File: src/sv/tftp_transfer_engine_defines.svh
// Assertion macros shared by the transfer engine.
// Each macro expects i_clk and i_rst_n in the scope where it is used.
`ifndef TFTP_TRANSFER_ENGINE_DEFINES_SVH
`define TFTP_TRANSFER_ENGINE_DEFINES_SVH

// Same-cycle implication, disabled while reset is held.
`define TTE_ASSERT_IMP(label, ante, cons, msg) \
    label: assert property (@(posedge i_clk) disable iff (!i_rst_n) (ante) |-> (cons)) \
        else $error(msg);

// Next-cycle implication, disabled while reset is held.
`define TTE_ASSERT_NXT(label, ante, cons, msg) \
    label: assert property (@(posedge i_clk) disable iff (!i_rst_n) (ante) |=> (cons)) \
        else $error(msg);

`endif

File: src/sv/tte_pkg.sv
`timescale 1ns / 1ps
`default_nettype none

package tte_pkg;

    localparam int DEF_BLOCK_BYTES = 512;

    localparam logic [1:0] OP_START   = 2'd0;
    localparam logic [1:0] OP_PACKET  = 2'd1;
    localparam logic [1:0] OP_TIMEOUT = 2'd2;

    localparam logic [7:0] OPC_DATA  = 8'd3;
    localparam logic [7:0] OPC_ACK   = 8'd4;
    localparam logic [7:0] OPC_ERROR = 8'd5;

    typedef enum logic [1:0] {
        PH_IDLE  = 2'd0,
        PH_READ  = 2'd1,
        PH_WRITE = 2'd2
    } t_phase;

    typedef enum logic [2:0] {
        K_NONE   = 3'd0,
        K_RRQ    = 3'd1,
        K_WRQ    = 3'd2,
        K_DATA   = 3'd3,
        K_ACK    = 3'd4,
        K_RESEND = 3'd5
    } t_kind;

    typedef enum logic [2:0] {
        ST_BUSY       = 3'd0,
        ST_DONE       = 3'd1,
        ST_SERVER_ERR = 3'd2,
        ST_UNEXPECTED = 3'd3,
        ST_TIMEOUT    = 3'd4
    } t_status;

    // Event class decided by the front end.
    typedef enum logic [2:0] {
        CL_START   = 3'd0,
        CL_IGNORE  = 3'd1,
        CL_TIMEOUT = 3'd2,
        CL_ERROR   = 3'd3,
        CL_DATA    = 3'd4,
        CL_ACK     = 3'd5,
        CL_OTHER   = 3'd6
    } t_class;

    typedef struct packed {
        t_class      cls;
        logic [15:0] blk;
        logic        full_pkt;   // received length equals a full DATA packet
        logic [9:0]  data_len;   // saturated length of the next DATA block
        logic        final_blk;  // that block is shorter than a full block
    } t_entry;

    typedef struct packed {
        logic       write_mode;
        logic [3:0] read_miss_limit;
        logic [3:0] write_miss_limit;
    } t_cfg;

    typedef struct packed {
        t_kind       kind;
        logic [15:0] block;
        logic [9:0]  len;
        logic        write_payload;
        logic        latch_peer;
        t_status     status;
    } t_result;

endpackage

`default_nettype wire

File: src/sv/tte_front.sv
`timescale 1ns / 1ps
`default_nettype none

module tte_front
    import tte_pkg::*;
#(
    parameter int BLOCK_BYTES = DEF_BLOCK_BYTES
) (
    input  wire logic        i_valid,
    input  wire logic [1:0]  i_op,
    input  wire logic [7:0]  i_pkt_opcode,
    input  wire logic [15:0] i_pkt_block,
    input  wire logic [9:0]  i_pkt_len,
    input  wire logic [9:0]  i_next_len,
    input  wire logic        i_q_ready,
    output logic             o_ready,
    output logic             o_push,
    output t_entry           o_entry
);

    localparam logic [16:0] BB      = 17'(BLOCK_BYTES);
    localparam logic [16:0] BB_FULL = 17'(BLOCK_BYTES + 4);

    t_class     cls;
    logic [9:0] sat_len;

    always_comb begin
        case (i_op)
            OP_START:   cls = CL_START;
            OP_TIMEOUT: cls = CL_TIMEOUT;
            OP_PACKET: begin
                case (i_pkt_opcode)
                    OPC_ERROR: cls = CL_ERROR;
                    OPC_DATA:  cls = CL_DATA;
                    OPC_ACK:   cls = CL_ACK;
                    default:   cls = CL_OTHER;
                endcase
            end
            default:    cls = CL_IGNORE;
        endcase
    end

    // A requested length above one block is clipped to the block size.
    assign sat_len = ({7'd0, i_next_len} > BB) ? BB[9:0] : i_next_len;

    assign o_entry.cls       = cls;
    assign o_entry.blk       = i_pkt_block;
    assign o_entry.full_pkt  = ({7'd0, i_pkt_len} == BB_FULL);
    assign o_entry.data_len  = sat_len;
    assign o_entry.final_blk = ({7'd0, sat_len} < BB);

    assign o_ready = i_q_ready;
    assign o_push  = i_valid && i_q_ready;

endmodule

`default_nettype wire

File: src/sv/tte_queue.sv
`timescale 1ns / 1ps
`default_nettype none

module tte_queue
    import tte_pkg::*;
(
    input  wire logic   i_clk,
    input  wire logic   i_rst_n,
    input  wire logic   i_push,
    input  t_entry      i_entry,
    input  wire logic   i_pop,
    output logic        o_valid,
    output logic        o_ready,
    output t_entry      o_entry
);

    localparam int DEPTH = 2;
    localparam int PTR_W = $clog2(DEPTH);
    localparam int CNT_W = $clog2(DEPTH + 1);

    t_entry             r_mem [DEPTH];
    logic [PTR_W-1:0]   r_wr_ptr, n_wr_ptr;
    logic [PTR_W-1:0]   r_rd_ptr, n_rd_ptr;
    logic [CNT_W-1:0]   r_count, n_count;

    function automatic logic [PTR_W-1:0] wrap_inc(input logic [PTR_W-1:0] p);
        return (p == PTR_W'(DEPTH - 1)) ? '0 : p + PTR_W'(1);
    endfunction

    always_comb begin
        n_wr_ptr = i_push ? wrap_inc(r_wr_ptr) : r_wr_ptr;
        n_rd_ptr = i_pop ? wrap_inc(r_rd_ptr) : r_rd_ptr;
        n_count  = r_count;
        if (i_push && !i_pop) begin
            n_count = r_count + CNT_W'(1);
        end else if (!i_push && i_pop) begin
            n_count = r_count - CNT_W'(1);
        end
    end

    always_ff @(posedge i_clk) begin
        if (!i_rst_n) begin
            r_wr_ptr <= '0;
            r_rd_ptr <= '0;
            r_count  <= '0;
        end else begin
            r_wr_ptr <= n_wr_ptr;
            r_rd_ptr <= n_rd_ptr;
            r_count  <= n_count;
        end
    end

    always_ff @(posedge i_clk) begin
        if (i_push) begin
            r_mem[r_wr_ptr] <= i_entry;
        end
    end

    assign o_valid = (r_count != '0);
    assign o_ready = (r_count != CNT_W'(DEPTH));
    assign o_entry = r_mem[r_rd_ptr];

endmodule

`default_nettype wire

File: src/sv/tte_back.sv
`timescale 1ns / 1ps
`default_nettype none

module tte_back
    import tte_pkg::*;
(
    input  wire logic   i_clk,
    input  wire logic   i_rst_n,
    input  t_cfg        i_cfg,
    input  wire logic   i_q_valid,
    input  t_entry      i_entry,
    output logic        o_pop,
    output logic        o_out_valid,
    input  wire logic   i_out_ready,
    output t_result     o_res
);

    t_phase      r_phase, n_phase;
    logic [15:0] r_block, n_block;
    logic [3:0]  r_miss, n_miss;
    logic        r_final, n_final;
    t_kind       r_last_kind, n_last_kind;
    logic [9:0]  r_last_len, n_last_len;
    logic        r_out_valid;
    t_result     r_res, res;

    logic        is_read, is_write, busy;
    logic        blk_match, limit_hit;
    logic [3:0]  limit;
    logic [15:0] blk_inc, blk_dec, resend_blk;

    assign o_pop     = i_q_valid && (!r_out_valid || i_out_ready);
    assign is_read   = (r_phase == PH_READ);
    assign is_write  = (r_phase == PH_WRITE);
    assign busy      = is_read || is_write;
    assign blk_match = (i_entry.blk == r_block);
    assign limit     = is_write ? i_cfg.write_miss_limit : i_cfg.read_miss_limit;
    assign limit_hit = (r_miss >= limit);
    assign blk_inc   = r_block + 16'd1;
    assign blk_dec   = r_block - 16'd1;
    assign resend_blk = ((r_last_kind == K_RRQ) || (r_last_kind == K_WRQ)) ? 16'd0 :
                        (is_write ? r_block : blk_dec);

    // Next phase.
    always_comb begin
        n_phase = r_phase;
        if (o_pop) begin
            case (i_entry.cls)
                CL_START:   n_phase = i_cfg.write_mode ? PH_WRITE : PH_READ;
                CL_IGNORE:  n_phase = r_phase;
                CL_TIMEOUT: if (busy && limit_hit) n_phase = PH_IDLE;
                CL_ERROR:   n_phase = PH_IDLE;
                CL_DATA: begin
                    if (is_write || (is_read && blk_match && !i_entry.full_pkt)) begin
                        n_phase = PH_IDLE;
                    end
                end
                CL_ACK: begin
                    if (is_read || (is_write && blk_match && r_final)) begin
                        n_phase = PH_IDLE;
                    end
                end
                CL_OTHER:   n_phase = PH_IDLE;
                default:    n_phase = r_phase;
            endcase
        end
    end

    // Result and counter updates.
    always_comb begin
        n_block     = r_block;
        n_miss      = r_miss;
        n_final     = r_final;
        n_last_kind = r_last_kind;
        n_last_len  = r_last_len;
        res         = '{kind: K_NONE, block: 16'd0, len: 10'd0, write_payload: 1'b0,
                        latch_peer: 1'b0, status: ST_BUSY};
        if (o_pop) begin
            case (i_entry.cls)
                CL_START: begin
                    n_block     = i_cfg.write_mode ? 16'd0 : 16'd1;
                    n_miss      = 4'd0;
                    n_final     = 1'b0;
                    n_last_kind = i_cfg.write_mode ? K_WRQ : K_RRQ;
                    n_last_len  = 10'd0;
                    res.kind    = n_last_kind;
                end
                CL_IGNORE: begin
                end
                CL_TIMEOUT: begin
                    if (busy) begin
                        if (limit_hit) begin
                            res.status = ST_TIMEOUT;
                        end else begin
                            n_miss    = r_miss + 4'd1;
                            res.kind  = K_RESEND;
                            res.block = resend_blk;
                            res.len   = r_last_len;
                        end
                    end
                end
                CL_ERROR: begin
                    if (busy) begin
                        n_miss     = 4'd0;
                        res.status = ST_SERVER_ERR;
                    end
                end
                CL_DATA: begin
                    if (busy) begin
                        n_miss = 4'd0;
                    end
                    if (is_write) begin
                        res.status = ST_UNEXPECTED;
                    end else if (is_read && blk_match) begin
                        n_block           = blk_inc;
                        n_last_kind       = K_ACK;
                        n_last_len        = 10'd0;
                        res.kind          = K_ACK;
                        res.block         = r_block;
                        res.write_payload = 1'b1;
                        res.latch_peer    = 1'b1;
                        res.status        = i_entry.full_pkt ? ST_BUSY : ST_DONE;
                    end
                end
                CL_ACK: begin
                    if (busy) begin
                        n_miss = 4'd0;
                    end
                    if (is_read) begin
                        res.status = ST_UNEXPECTED;
                    end else if (is_write && blk_match) begin
                        if (r_final) begin
                            res.status = ST_DONE;
                        end else begin
                            n_block        = blk_inc;
                            n_final        = i_entry.final_blk;
                            n_last_kind    = K_DATA;
                            n_last_len     = i_entry.data_len;
                            res.kind       = K_DATA;
                            res.block      = blk_inc;
                            res.len        = i_entry.data_len;
                            res.latch_peer = 1'b1;
                        end
                    end
                end
                CL_OTHER: begin
                    if (busy) begin
                        n_miss     = 4'd0;
                        res.status = ST_UNEXPECTED;
                    end
                end
                default: begin
                end
            endcase
        end
    end

    always_ff @(posedge i_clk) begin
        if (!i_rst_n) begin
            r_phase     <= PH_IDLE;
            r_block     <= 16'd0;
            r_miss      <= 4'd0;
            r_final     <= 1'b0;
            r_last_kind <= K_NONE;
            r_last_len  <= 10'd0;
            r_out_valid <= 1'b0;
        end else begin
            r_phase     <= n_phase;
            r_block     <= n_block;
            r_miss      <= n_miss;
            r_final     <= n_final;
            r_last_kind <= n_last_kind;
            r_last_len  <= n_last_len;
            if (o_pop) begin
                r_out_valid <= 1'b1;
            end else if (i_out_ready) begin
                r_out_valid <= 1'b0;
            end
        end
    end

    always_ff @(posedge i_clk) begin
        if (o_pop) begin
            r_res <= res;
        end
    end

    assign o_out_valid = r_out_valid;
    assign o_res       = r_res;

endmodule

`default_nettype wire

File: src/sv/tftp_transfer_engine.sv
`timescale 1ns / 1ps
`default_nettype none
// Channel   Direction  Handshake                    Payload
// event     in         i_in_valid / o_in_ready      op, pkt_opcode, pkt_block, pkt_len, next_len
// result    out        o_out_valid / i_out_ready    send_kind, send_block, send_len,
//                                                   write_payload, latch_peer, status
// config    in         i_cfg_wr_en (no wait)        i_cfg_index, i_cfg_data
//
// One event is taken every cycle and one result leaves every cycle while i_out_ready
// stays high; the back end's state update sets that rate. A request passes through the
// queue, and its result through the output register, before the result is presented.
// Reset is synchronous and active low; it clears the transfer state, the queue and the
// output register, and loads the configuration defaults.
// A stalled result holds the output register; the two-entry queue keeps taking
// requests until it fills, then o_in_ready falls.

module tftp_transfer_engine
    import tte_pkg::*;
#(
    parameter int BLOCK_BYTES = DEF_BLOCK_BYTES
) (
    input  wire logic        i_clk,
    input  wire logic        i_rst_n,
    // Configuration write port.
    input  wire logic        i_cfg_wr_en,
    input  wire logic [1:0]  i_cfg_index,
    input  wire logic [3:0]  i_cfg_data,
    // Event channel.
    input  wire logic        i_in_valid,
    output logic             o_in_ready,
    input  wire logic [1:0]  i_op,
    input  wire logic [7:0]  i_pkt_opcode,
    input  wire logic [15:0] i_pkt_block,
    input  wire logic [9:0]  i_pkt_len,
    input  wire logic [9:0]  i_next_len,
    // Result channel.
    output logic             o_out_valid,
    input  wire logic        i_out_ready,
    output logic [2:0]       o_send_kind,
    output logic [15:0]      o_send_block,
    output logic [9:0]       o_send_len,
    output logic             o_write_payload,
    output logic             o_latch_peer,
    output logic [2:0]       o_status
);

`include "tftp_transfer_engine_defines.svh"

    // Register indexes of the configuration port.
    localparam logic [1:0] CFG_WRITE_MODE  = 2'd0;
    localparam logic [1:0] CFG_READ_MISS   = 2'd1;
    localparam logic [1:0] CFG_WRITE_MISS  = 2'd2;
    localparam logic [3:0] RST_READ_MISS   = 4'd5;
    localparam logic [3:0] RST_WRITE_MISS  = 4'd3;

    t_cfg    r_cfg;
    t_entry  front_entry, q_entry;
    logic    push, q_ready, q_valid, pop;
    t_result res;

    // Configuration registers, read directly by the back end. The user writes them only
    // while the engine is idle; the block does not enforce it. An index past the list is dropped.
    always_ff @(posedge i_clk) begin
        if (!i_rst_n) begin
            r_cfg.write_mode       <= 1'b0;
            r_cfg.read_miss_limit  <= RST_READ_MISS;
            r_cfg.write_miss_limit <= RST_WRITE_MISS;
        end else if (i_cfg_wr_en) begin
            case (i_cfg_index)
                CFG_WRITE_MODE: r_cfg.write_mode       <= i_cfg_data[0];
                CFG_READ_MISS:  r_cfg.read_miss_limit  <= i_cfg_data;
                CFG_WRITE_MISS: r_cfg.write_miss_limit <= i_cfg_data;
                default: begin
                end
            endcase
        end
    end

    // The front end sorts each request into an event class and works out the
    // length checks that do not depend on transfer state.
    tte_front #(
        .BLOCK_BYTES (BLOCK_BYTES)
    ) u_front (
        .i_valid      (i_in_valid),
        .i_op         (i_op),
        .i_pkt_opcode (i_pkt_opcode),
        .i_pkt_block  (i_pkt_block),
        .i_pkt_len    (i_pkt_len),
        .i_next_len   (i_next_len),
        .i_q_ready    (q_ready),
        .o_ready      (o_in_ready),
        .o_push       (push),
        .o_entry      (front_entry)
    );

    // The queue decouples intake from the back end so that a stalled result
    // does not stop requests from being taken at once.
    tte_queue u_queue (
        .i_clk   (i_clk),
        .i_rst_n (i_rst_n),
        .i_push  (push),
        .i_entry (front_entry),
        .i_pop   (pop),
        .o_valid (q_valid),
        .o_ready (q_ready),
        .o_entry (q_entry)
    );

    // The back end holds the transfer state: phase, block and miss counters, and
    // the last packet sent for resends. It retires one event per cycle into the
    // output register while that register is not stalled.
    tte_back u_back (
        .i_clk       (i_clk),
        .i_rst_n     (i_rst_n),
        .i_cfg       (r_cfg),
        .i_q_valid   (q_valid),
        .i_entry     (q_entry),
        .o_pop       (pop),
        .o_out_valid (o_out_valid),
        .i_out_ready (i_out_ready),
        .o_res       (res)
    );

    assign o_send_kind     = res.kind;
    assign o_send_block    = res.block;
    assign o_send_len      = res.len;
    assign o_write_payload = res.write_payload;
    assign o_latch_peer    = res.latch_peer;
    assign o_status        = res.status;

    // The queue can only be full while the output register is stalled.
    `TTE_ASSERT_IMP(a_full_means_stalled, !o_in_ready, o_out_valid, "queue full without stall")
    // Once a stalled result is taken, the back end drains one entry, freeing a slot.
    `TTE_ASSERT_NXT(a_drain_frees_slot, o_out_valid && i_out_ready && !o_in_ready, o_in_ready, "no slot freed after drain")
    // Every ACK sent stores the received payload and latches the peer.
    `TTE_ASSERT_IMP(a_ack_stores, o_out_valid && (o_send_kind == K_ACK), o_write_payload && o_latch_peer, "ACK without store")
    // A transfer ends only with nothing sent or with the final ACK.
    `TTE_ASSERT_IMP(a_end_kind, o_out_valid && (o_status != ST_BUSY), (o_send_kind == K_NONE) || (o_send_kind == K_ACK), "bad kind at transfer end")

endmodule

`default_nettype wire
File: config.mk
export PLATFORM = sky130hd
export DESIGN_NAME = tftp_transfer_engine
export DESIGN_NICKNAME = d
export VERILOG_FILES = /design/src/sv/tte_pkg.sv /design/src/sv/tte_front.sv /design/src/sv/tte_queue.sv /design/src/sv/tte_back.sv /design/src/sv/tftp_transfer_engine.sv
export VERILOG_INCLUDE_DIRS = /design/src /design/src/sv
export SDC_FILE = /design/constraint.sdc
export NUM_CORES = 1
export LEC_CHECK = 0
export ABC_AREA = 1
export BUFFER_PORTS_ARGS = -buffer_cell sky130_fd_sc_hd__buf_2
export CORE_MARGIN = 5
export CORE_UTILIZATION = 45
export CTS_BUF_LIST = sky130_fd_sc_hd__clkbuf_8
export DETAILED_ROUTE_END_ITERATION = 10
export PLACE_DENSITY_LB_ADDON = 0.08
export SLEW_MARGIN = 20
export SYNTH_ARGS = -nofsm -noshare
export SYNTH_HDL_FRONTEND = slang
export SYNTH_SLANG_ARGS = --single-unit
export TNS_END_PERCENT = 1
File: constraint.sdc
create_clock -name i_clk -period 5.71 [get_ports i_clk]
set_clock_uncertainty 0.05 [all_clocks]
set_input_delay 0.571 -clock i_clk [delete_from_list [all_inputs] [get_ports i_clk]]
set_output_delay 0.571 -clock i_clk [all_outputs]
set_load 0.005 [all_outputs]
==> flow_metrics.env, run 1 <==
export IMPL_hold_violations=0
export IMPL_ant_nets=0
export IMPL_path_common_cell="nand2_1"
export IMPL_dr_pass1_iters=6
export IMPL_period_needed_ns=3.46
export IMPL_p_per_area_nw_per_um2=435
export IMPL_core_um2=15900
export IMPL_synth_edff_count=96
export IMPL_final_setup_viol_count=0
export IMPL_vias=5940
export IMPL_synth_fp_nets=938
export IMPL_critPathMaxFanout=17
export IMPL_synth_top_cell_by_area="edfxtp_1"
export IMPL_crit_buf_inv=2
export IMPL_path_cells="inv_1, ha_1, inv_1, nand2_1, nand2_1, ha_1, nand3_1, nand3_1, nor2_1, nand2_1, nor2_2, o21ai_0, o21ai_0"
export IMPL_syn_area_per_cell_um2=8.44
export IMPL_netlist_area_um2=7350
export IMPL_fin_tns_setup_ns=0
export IMPL_cp_slowest_cell="nor2_2"
export IMPL_ctsHoldBuffers=0
export IMPL_cts_tree="built"
export IMPL_final_nets=1017
export IMPL_yosysSeqAreaShare_pct=53.1
export IMPL_yosysUniqueCellTypes=40
export IMPL_cp_startpoint="u_back.r_phase[0]"
export IMPL_place_gp_congestion=0.844
export IMPL_grt_pass1_wl_mm=27.9
export IMPL_syn_to_final_growth_pct=13.3
export IMPL_p_comb_share_pct=34.9
export IMPL_crit_arrival_ns=3.71
export IMPL_grt_max_degree=41
export IMPL_synthFlopType="edfxtp_1"
export IMPL_ctsResizeCount=0
export IMPL_reg2reg_slack_ns=2.25
export IMPL_ir_drop_uv=183
export IMPL_drive_gt1_share_pct=16.2
export IMPL_yosys_warnings=0
export IMPL_synth_top_area_share_pct=39.2
export IMPL_drv_slew=0
export IMPL_power_frac_seq_pct=42.2
export IMPL_tightest_slew_ns=0.934
export IMPL_clock_power_share_pct=22.9
export IMPL_slowest_delay_ns=0.61
export IMPL_clk_pin_slew_ns=0.08
export IMPL_drtIter0Drc=513
export IMPL_htree_levels=4
export IMPL_overflow=0
export IMPL_endpoint_kind="flip-flop"
export IMPL_dp_hpwl_mm=12.3
export IMPL_fin_crit_sh_pct=60.6
export IMPL_num_antenna_cells=0
export IMPL_worst_skew_pair_late_latency_ns=0.45
export IMPL_start_util_pct=46.1
export IMPL_synthArstFlopShare_pct=0
export IMPL_synth_top_cells_by_area="edfxtp_1 39%, dfxtp_1 14%, nand2_1 13%"
export IMPL_die_y_um=138
export IMPL_min_from="i_pkt_block[9]"
export IMPL_required_ns=5.96
export IMPL_viasPerCell=5.04
export IMPL_cts_sinks=147
export IMPL_die_area_um2=19000
export IMPL_min_path_type="input pin to flip-flop"
export IMPL_track_usage_pct=18.8
export IMPL_rsz0062_at_grt="false"
export IMPL_cp_top_family="simple AND/OR/NAND/NOR gates"
export IMPL_maxCapViolCount=0
export IMPL_critPathKind="flip-flop to flip-flop"
export IMPL_layout_commonest_cell="nand2_1"
export IMPL_die_x_um=138
export IMPL_p_leak_nw=3.47
export IMPL_drc=0
export IMPL_io_pins=93
export IMPL_worstReg2RegStart="u_back.r_phase[0]"
export IMPL_cts_inserted_buffers=17
export IMPL_port_buffers=92
export IMPL_max_clock_path_buffers=2
export IMPL_final_util_pct=52.2
export IMPL_cts_setup_buffers=0
export IMPL_final_area_um2=8330
export IMPL_most_common_layout_cells="258 x nand2_1, 96 x edfxtp_1, 93 x inv_1"
export IMPL_grt_pass1_vias=5482
export IMPL_placement_rows=46
export IMPL_routedWlPerCell_um=14.6
export IMPL_cts_root_buf="clkbuf_8"
export IMPL_timing_fmax_mhz=289
export IMPL_syn_inst=871
export IMPL_place_area_um2=7920
export IMPL_slew_headroom_pct=37.7
export IMPL_antenna_found_initial=0
export IMPL_status="complete, no violations"
export IMPL_routed_wl_mm=17.2
export IMPL_critPathLaunchType="flip-flop"
export IMPL_power_internal_mw=2.27
export IMPL_switching_power_mw=1.35
export IMPL_synth_seq_cells=147
export IMPL_p_sw_share_pct=37.4
-- registers in the layout, summed over array words and instances, names as in the netlist, 2 cells and up, named ones only --
signal,cells
u_back.r_block,16
u_queue.r_count,2
u_back.r_phase,2
r_cfg,9
u_back.r_miss,4
u_back.o_res,34
u_back.r_last_len,10
u_queue.r_mem,62
u_back.r_last_kind,3
-- cells in the mapped netlist (8+ instances only) --
cell type,number
nor2_1,90
inv_1,90
ha_1,10
buf_2,9
nor4_1,8
nor3_1,11
clkbuf_1,19
edfxtp_1,96
dfxtp_1,51
xor2_1,20
o211ai_1,17
o22ai_1,10
a21oi_2,10
nand2_1,258
o21ai_0,38
nand3_1,44
a21oi_1,34
nand4_1,11
-- power by group through the flow --
stage               Combinational [mW]  Sequential (mW)  Clock, mW
floorplan                        0.910             1.56          0
global placement                  1.27             1.55          0
detailed placement                1.27             1.55          0
CTS                               1.28             1.53      0.852
global route                      1.45             1.56      0.898
finish                            1.26             1.53      0.830
-- routing by layer --
layer	vias up	part of all wire [%]	track usage (%)
met2	174	44	28.1
met5	-	0	0
met4	0	0.89	4.12
met1	2715	48	27.7
li1	3038	-	-
met3	13	6.8	4.60
-- final timing paths --
kind                                to  cells after the start
setup / recovery      u_back.o_res[15]                     13
hold / removal    u_queue.r_mem[1][21]                      1
setup reg to reg      u_back.o_res[15]                     13
hold reg to reg       u_queue.r_rd_ptr                      1
-- cell families after synthesis --
kind of cell               after synthesis  share of synthesized area (%)
muxes                                    4                          0.545
xor gates and xnor gates                20                           2.38
adders and majority gates               10                           1.70
DFF                                    147                           53.1
buffers and inverters                  132                           7.56
AOI/OAI and AO/OA                      118                           9.55
and+or+nand+nor                        440                           25.1
-- cell type report --
type / count / area, um^2
inverters: 95 / 357
fillers: 1544 / 7620
repair buffers: 97 / 498
clock inverters: 15 / 168
well taps: 216 / 270
multi-input cells: 592 / 2900
clock buffers: 17 / 234
flip-flops and latches: 147 / 3900
-- metrics by stage --
stage | instances | hold WS, ns | power [mW] | setup WS, ns
floorplan | 871 | 0.374 | 2.47 | 3.15
global placement | 1147 | 0.386 | 2.82 | 2.35
detailed placement | 1147 | 0.398 | 2.83 | 2.23
CTS | 1179 | 0.234 | 3.66 | 2.20
global route | 1179 | 0.229 | 3.90 | 1.93
finish | 1179 | 0.254 | 3.62 | 2.25
-- worst register-to-register path: stages (launching register included) --
cell and delay (ns):
dfxtp_1 0.32, inv_1 0.07, ha_1 0.51, inv_1 0.29
nand2_1 0.12, nand2_1 0.06, ha_1 0.29, nand3_1 0.08
nand3_1 0.10, nor2_1 0.13, nand2_1 0.31, nor2_2 0.61
o21ai_0 0.18, o21ai_0 0.19
Note: power is estimated with default switching activity, not from simulation.
==> run 2: changes to the inputs <==
- clock period: 5.71 -> 2.81 ns (I/O delays scaled with it)
==> run 2 against run 1 <==
  * Die area unchanged
  * Final cell count up 3.8%
  * Routed wire length grew 1.9%
  * Critical path type unchanged
  * Critical endpoint unchanged
  * Largest cell class unchanged
  * Highest routed layer unchanged
==> flow_metrics.env, run 2 (synthesis results as in run 1) <==
export IMPL_cts_tree="built"
export IMPL_fill_cells=1517
export IMPL_required_ns=3.05
export IMPL_endpoint_kind="flip-flop"
export IMPL_dr_pass1_iters=5
export IMPL_clk_pin_slew_ns=0.08
export IMPL_final_util_pct=54.7
export IMPL_min_path_type="input pin to flip-flop"
export IMPL_layout_commonest_cell="nand2_1"
export IMPL_timing_fmax_mhz=399
export IMPL_rsz0062_at_grt="false"
export IMPL_fin_crit_sh_pct=89.1
export IMPL_slowest_delay_ns=0.32
export IMPL_post_place_ws_ns=0.220
export IMPL_cp_slowest_cell="dfxtp_1"
export IMPL_cts_inserted_buffers=17
export IMPL_slew_headroom_pct=34.2
export IMPL_overflow=0
export IMPL_crit_arrival_ns=2.74
export IMPL_top_register="u_queue.r_mem"
export IMPL_drc=0
export IMPL_max_clock_path_buffers=2
export IMPL_core_um2=15900
export IMPL_die_area_um2=19000
export IMPL_placement_rows=46
export IMPL_crit_buf_inv=3
export IMPL_place_gp_congestion=0.841
export IMPL_routedWlPerCell_um=14.3
export IMPL_most_common_layout_cells="258 x nand2_1, 96 x edfxtp_1, 92 x buf_2"
export IMPL_grt_pass1_wl_mm=28.5
export IMPL_critPathMaxFanout=17
export IMPL_vias=5983
export IMPL_routed_wl_mm=17.5
export IMPL_io_pins=93
export IMPL_p_leak_nw=3.68
export IMPL_die_y_um=138
export IMPL_reg2reg_slack_ns=0.31
export IMPL_final_setup_viol_count=0
export IMPL_grt_max_degree=33
export IMPL_critPathKind="flip-flop to flip-flop"
export IMPL_viasPerCell=4.89
export IMPL_p_per_area_nw_per_um2=863
export IMPL_multi_input_area_um2=2900
export IMPL_maxCapViolCount=0
export IMPL_largest_register_ffs=62
export IMPL_cts_root_buf="clkbuf_8"
export IMPL_ant_nets=0
export IMPL_num_antenna_cells=0
export IMPL_path_depth=14
export IMPL_dp_hpwl_mm=12.5
export IMPL_ir_drop_uv=450
export IMPL_syn_to_final_growth_pct=18.7
export IMPL_critPathLaunchType="flip-flop"
export IMPL_fin_ws_ns=0.307
export IMPL_die_x_um=138
export IMPL_path_cells="inv_1, ha_1, mux2i_1, ha_1, inv_1, nor2_1, o21ai_0, nand3_1, nor2_1, nand2_1, nor2_2, buf_4, o21ai_0, o21ai_0"
export IMPL_worst_skew_pair_late_latency_ns=0.46
export IMPL_grt_pass1_vias=5535
export IMPL_cp_top_family="adder cells"
export IMPL_status="complete, no violations"
export IMPL_start_util_pct=46.1
export IMPL_htree_levels=4
export IMPL_antenna_found_initial=0
export IMPL_path_common_cell="o21ai_0"
export IMPL_drive_gt1_share_pct=18.1
export IMPL_hold_violations=0
export IMPL_final_nets=1062
export IMPL_reg2reg_depth=14
export IMPL_area_sequential_um2=3900
export IMPL_fin_tns_setup_ns=0
export IMPL_cts_sinks=147
export IMPL_period_needed_ns=2.50
export IMPL_drtIter0Drc=493
export IMPL_port_buffers=92
export IMPL_holdPathStages=4
export IMPL_drv_slew=0
export IMPL_tightest_slew_ns=0.985
export IMPL_track_usage_pct=19.3
export IMPL_cts_setup_buffers=0
-- run 2: per-stage QoR --
stage               area, um^2  total power, mW  std cells  hold slack, ns
finish                    8730             7.53       1224          0.0379
global route              8730             8.11       1224          0.0294
CTS                       8730             7.60       1224          0.0101
detailed placement        8120             5.89       1171           0.393
global placement          8120             5.87       1171           0.392
floorplan                 7350             5.01        871           0.330
-- run 2: worst paths after layout --
kind	end	start
setup / recovery	u_back.o_res[15]	u_back.r_phase[0]
hold / removal	u_back.o_out_valid	i_out_ready
setup reg to reg	u_back.o_res[15]	u_back.r_phase[0]
hold reg to reg	u_back.r_last_kind[2]	u_back.r_last_kind[2]
-- run 2: tightest hold or removal path: stages --
cell and delay (ns):
buf_2 0.07, nor2_1 0.03, inv_1 0.05, a21oi_1 0.06
-- run 2: layout make-up --
class	instances	share of cell area, %
Sequential cell	147	44.7
Multi-Input combinational cell	592	33.2
Timing Repair Buffer	142	10.3
Inverter	95	4.09
Tap cell	216	3.10
Clock buffer	18	2.84
Clock inverter	14	1.74
-- run 2: metal layers --
metal  global-route usage [%]  vias to the layer above  wire length [um]
met5                        0                        -                 0
met4                     5.05                        0               208
met3                     4.97                       17              1070
met2                     28.6                      156              7550
met1                     28.0                     2684              8700
li1                         -                     3126                 -
-- run 2: timing repair --
item	4_1_cts	5_1_grt
gates resized for setup	0	1
hold endpoints to repair	42	0
hold buffers	21	0
endpoints found under the setup margin	0	4
-- run 2: power breakdown --
part | total (mW) | switching [mW] | internal, mW
sequential | 3.11 | 0.178 | 2.93
clock | 1.68 | 0.854 | 0.825
combinational | 2.74 | 1.79 | 0.945
==> run 3: changes to the inputs <==
- SYNTH_HIERARCHICAL: unset -> 1
==> run 3 against run 2 <==
  * Setup slack lost 0.12 ns
  * Sequential share of layout area shrank 0.90 points
  * Routed wire length shrank 3.6%
  * Register-to-register slack lost 0.12 ns
  * Die area grew 4.3%
  * First-iteration DRC count shrank 35%
  * Power grew 12%
  * Final cell count grew 0.57%
  * Synthesized cell count grew 2.3%
  * Utilization shrank 1.4 points
  * Largest cell class unchanged
  * Largest power group is now combinational logic
  * Highest routed layer unchanged
==> flow_metrics.env, run 3 <==
export IMPL_status="complete, no violations"
export IMPL_die_area_um2=19800
export IMPL_die_y_um=141
export IMPL_path_cells="buf_4, mux2_2, nor2_1, nand2_1, inv_1, nor2_1, a21oi_1, nand3_1, o21ai_0, nor3_1"
export IMPL_switching_power_mw=3.26
export IMPL_final_nets=1065
export IMPL_port_buffers=92
export IMPL_clock_power_share_pct=20.4
export IMPL_period_needed_ns=2.63
export IMPL_fin_ws_ns=0.184
export IMPL_worst_skew_pair_late_latency_ns=0.45
export IMPL_crit_buf_inv=2
export IMPL_yosysUniqueCellTypes=40
export IMPL_required_ns=3.07
export IMPL_top_register="u_queue/r_mem"
export IMPL_die_x_um=141
export IMPL_num_antenna_cells=0
export IMPL_critPathKind="flip-flop to flip-flop"
export IMPL_fin_crit_sh_pct=93.5
export IMPL_total_power_mw=8.45
export IMPL_cts_sinks=147
export IMPL_layout_commonest_cell="nand2_1"
export IMPL_placement_rows=47
export IMPL_routed_wl_mm=16.9
export IMPL_path_common_cell="nor2_1"
export IMPL_antenna_found_initial=0
export IMPL_synthFlopType="edfxtp_1"
export IMPL_yosys_warnings=6
export IMPL_tightest_slew_ns=0.536
export IMPL_viasPerCell=4.84
export IMPL_drc=0
export IMPL_overflow=0
export IMPL_largest_register_ffs=62
export IMPL_p_per_area_nw_per_um2=948
export IMPL_whs_ns=0.0427
export IMPL_crit_arrival_ns=2.89
export IMPL_place_gp_congestion=0.862
export IMPL_p_leak_nw=3.86
export IMPL_max_clock_path_buffers=2
export IMPL_min_path_type="input pin to flip-flop"
export IMPL_ir_drop_uv=479
export IMPL_endpoint_kind="flip-flop"
export IMPL_synth_most_common_cell="nand2_1"
export IMPL_synth_seq_cells=147
export IMPL_cts_setup_buffers=0
export IMPL_io_pins=93
export IMPL_synth_top_cell_by_area="edfxtp_1"
export IMPL_cp_slowest_cell="o21ai_0"
export IMPL_clk_pin_slew_ns=0.08
export IMPL_final_area_um2=8900
export IMPL_htree_levels=4
export IMPL_drive_gt1_share_pct=20.9
export IMPL_synth_top_area_share_pct=37.5
export IMPL_post_place_ws_ns=0.113
export IMPL_slew_headroom_pct=64.3
export IMPL_critPathMaxFanout=14
export IMPL_critPathLaunchType="flip-flop"
export IMPL_grt_pass1_vias=5542
export IMPL_cts_inserted_buffers=17
export IMPL_rsz0062_at_grt="true"
export IMPL_core_um2=16700
export IMPL_yosysSeqAreaShare_pct=50.7
export IMPL_drv_slew=0
export IMPL_slowest_delay_ns=0.43
export IMPL_grt_max_degree=32
export IMPL_syn_area_per_cell_um2=8.63
export IMPL_synth_common_cells="243 x nand2_1, 122 x nor2_1, 97 x inv_1, 96 x edfxtp_1, 51 x dfxtp_1"
export IMPL_synthArstFlopShare_pct=0
export IMPL_most_common_layout_cells="243 x nand2_1, 121 x nor2_1, 98 x inv_1"
export IMPL_netlist_area_um2=7690
export IMPL_power_internal_mw=5.19
export IMPL_final_util_pct=53.3
export IMPL_cts_tree="built"
export IMPL_power_frac_seq_pct=39.3
export IMPL_syn_inst=891
export IMPL_dr_pass1_iters=5
export IMPL_cts_root_buf="clkbuf_8"
export IMPL_track_usage_pct=17.6
export IMPL_hold_violations=0
export IMPL_ant_nets=0
export IMPL_dp_hpwl_mm=12.2
export IMPL_vias=5960
export IMPL_place_area_um2=8310
export IMPL_cp_top_family="compound AO/OA/AOI/OAI gates"
export IMPL_p_comb_share_pct=40.3
export IMPL_final_setup_viol_count=0
export IMPL_synth_fp_nets=958
export IMPL_drtIter0Drc=321
export IMPL_synth_edff_count=96
export IMPL_p_sw_share_pct=38.6
export IMPL_maxCapViolCount=0
export IMPL_syn_to_final_growth_pct=15.8
export IMPL_routedWlPerCell_um=13.7
export IMPL_timing_fmax_mhz=381
export IMPL_grt_pass1_wl_mm=28.1
export IMPL_min_from="i_cfg_data[3]"
export IMPL_synth_top_cells_by_area="edfxtp_1 37%, dfxtp_1 13%, nand2_1 12%"
export IMPL_start_util_pct=46.1
[run 3: changes by cell type in the layout (fill, tap and decap cells not counted), moves of 10 or more]
cell,change
nor2_1,+33
mux2_2,+31
o21ai_0,-24
a21oi_1,-16
nand2_1,-15
a22o_1,+10
[run 3: worst min-delay path: stages]
cell and delay [ns]:
buf_2 0.09, nor2_1 0.04, nor2_1 0.08
[run 3: metal layers]
metal	global-route usage (%)	wire length, um	vias to the layer above
met5	0	0	-
met4	5.35	220	0
met3	3.15	965	17
met2	26.3	7070	155
met1	26.0	8630	2663
li1	-	-	3125
[run 3: area by class of cell]
type / count / area (um^2)
multi-input cells: 593 / 3100
repair buffers: 129 / 803
clock buffers: 17 / 234
well taps: 220 / 275
flip-flops and latches: 147 / 3900
clock inverters: 15 / 179
fillers: 1587 / 7800
inverters: 110 / 413
[run 3: logic make-up after synthesis]
| family | after synthesis | synth area share, % |
|---|---|---|
| AND/OR/NAND/NOR | 458 | 25.0 |
| buffers and inverters | 151 | 9.26 |
| flip-flops | 147 | 50.7 |
| AO/OA/AOI/OAI | 70 | 6.00 |
| multiplexers | 34 | 4.93 |
| XOR/XNOR | 21 | 2.39 |
| adder cells (fa/ha/maj) | 10 | 1.63 |
[run 3: worst paths after layout]
| kind | end | slack (ns) | depth (start not counted) |
|---|---|---|---|
| setup / recovery | u_back/r_miss[1] | 0.18 | 10 |
| hold / removal | r_cfg[3] | 0.04 | 3 |
| setup reg to reg | u_back/r_miss[1] | 0.18 | 10 |
| hold reg to reg | r_cfg[6] | 0.42 | 2 |
[run 3: per-stage QoR]
step           cells  TNS (ns)
4_1_cts         1231         0
2_1_floorplan    891         0
6_report        1231         0
3_5_place_dp    1183         0
3_3_place_gp    1183         0
5_1_grt         1231    -0.555
[run 3: what timing repair did]
item,CTS,global route
endpoints found under the hold margin,32,0
hold buffers,16,0
gates resized for setup,0,4
setup endpoints to repair,0,22
[run 3: power groups by stage]
stage,Combinational [mW],Clock [mW],Sequential (mW)
global placement,3.35,0,3.36
detailed placement,3.36,0,3.36
finish,3.40,1.73,3.32
CTS,3.39,1.78,3.32
global route,3.90,1.87,3.39
floorplan,2.39,0,3.34
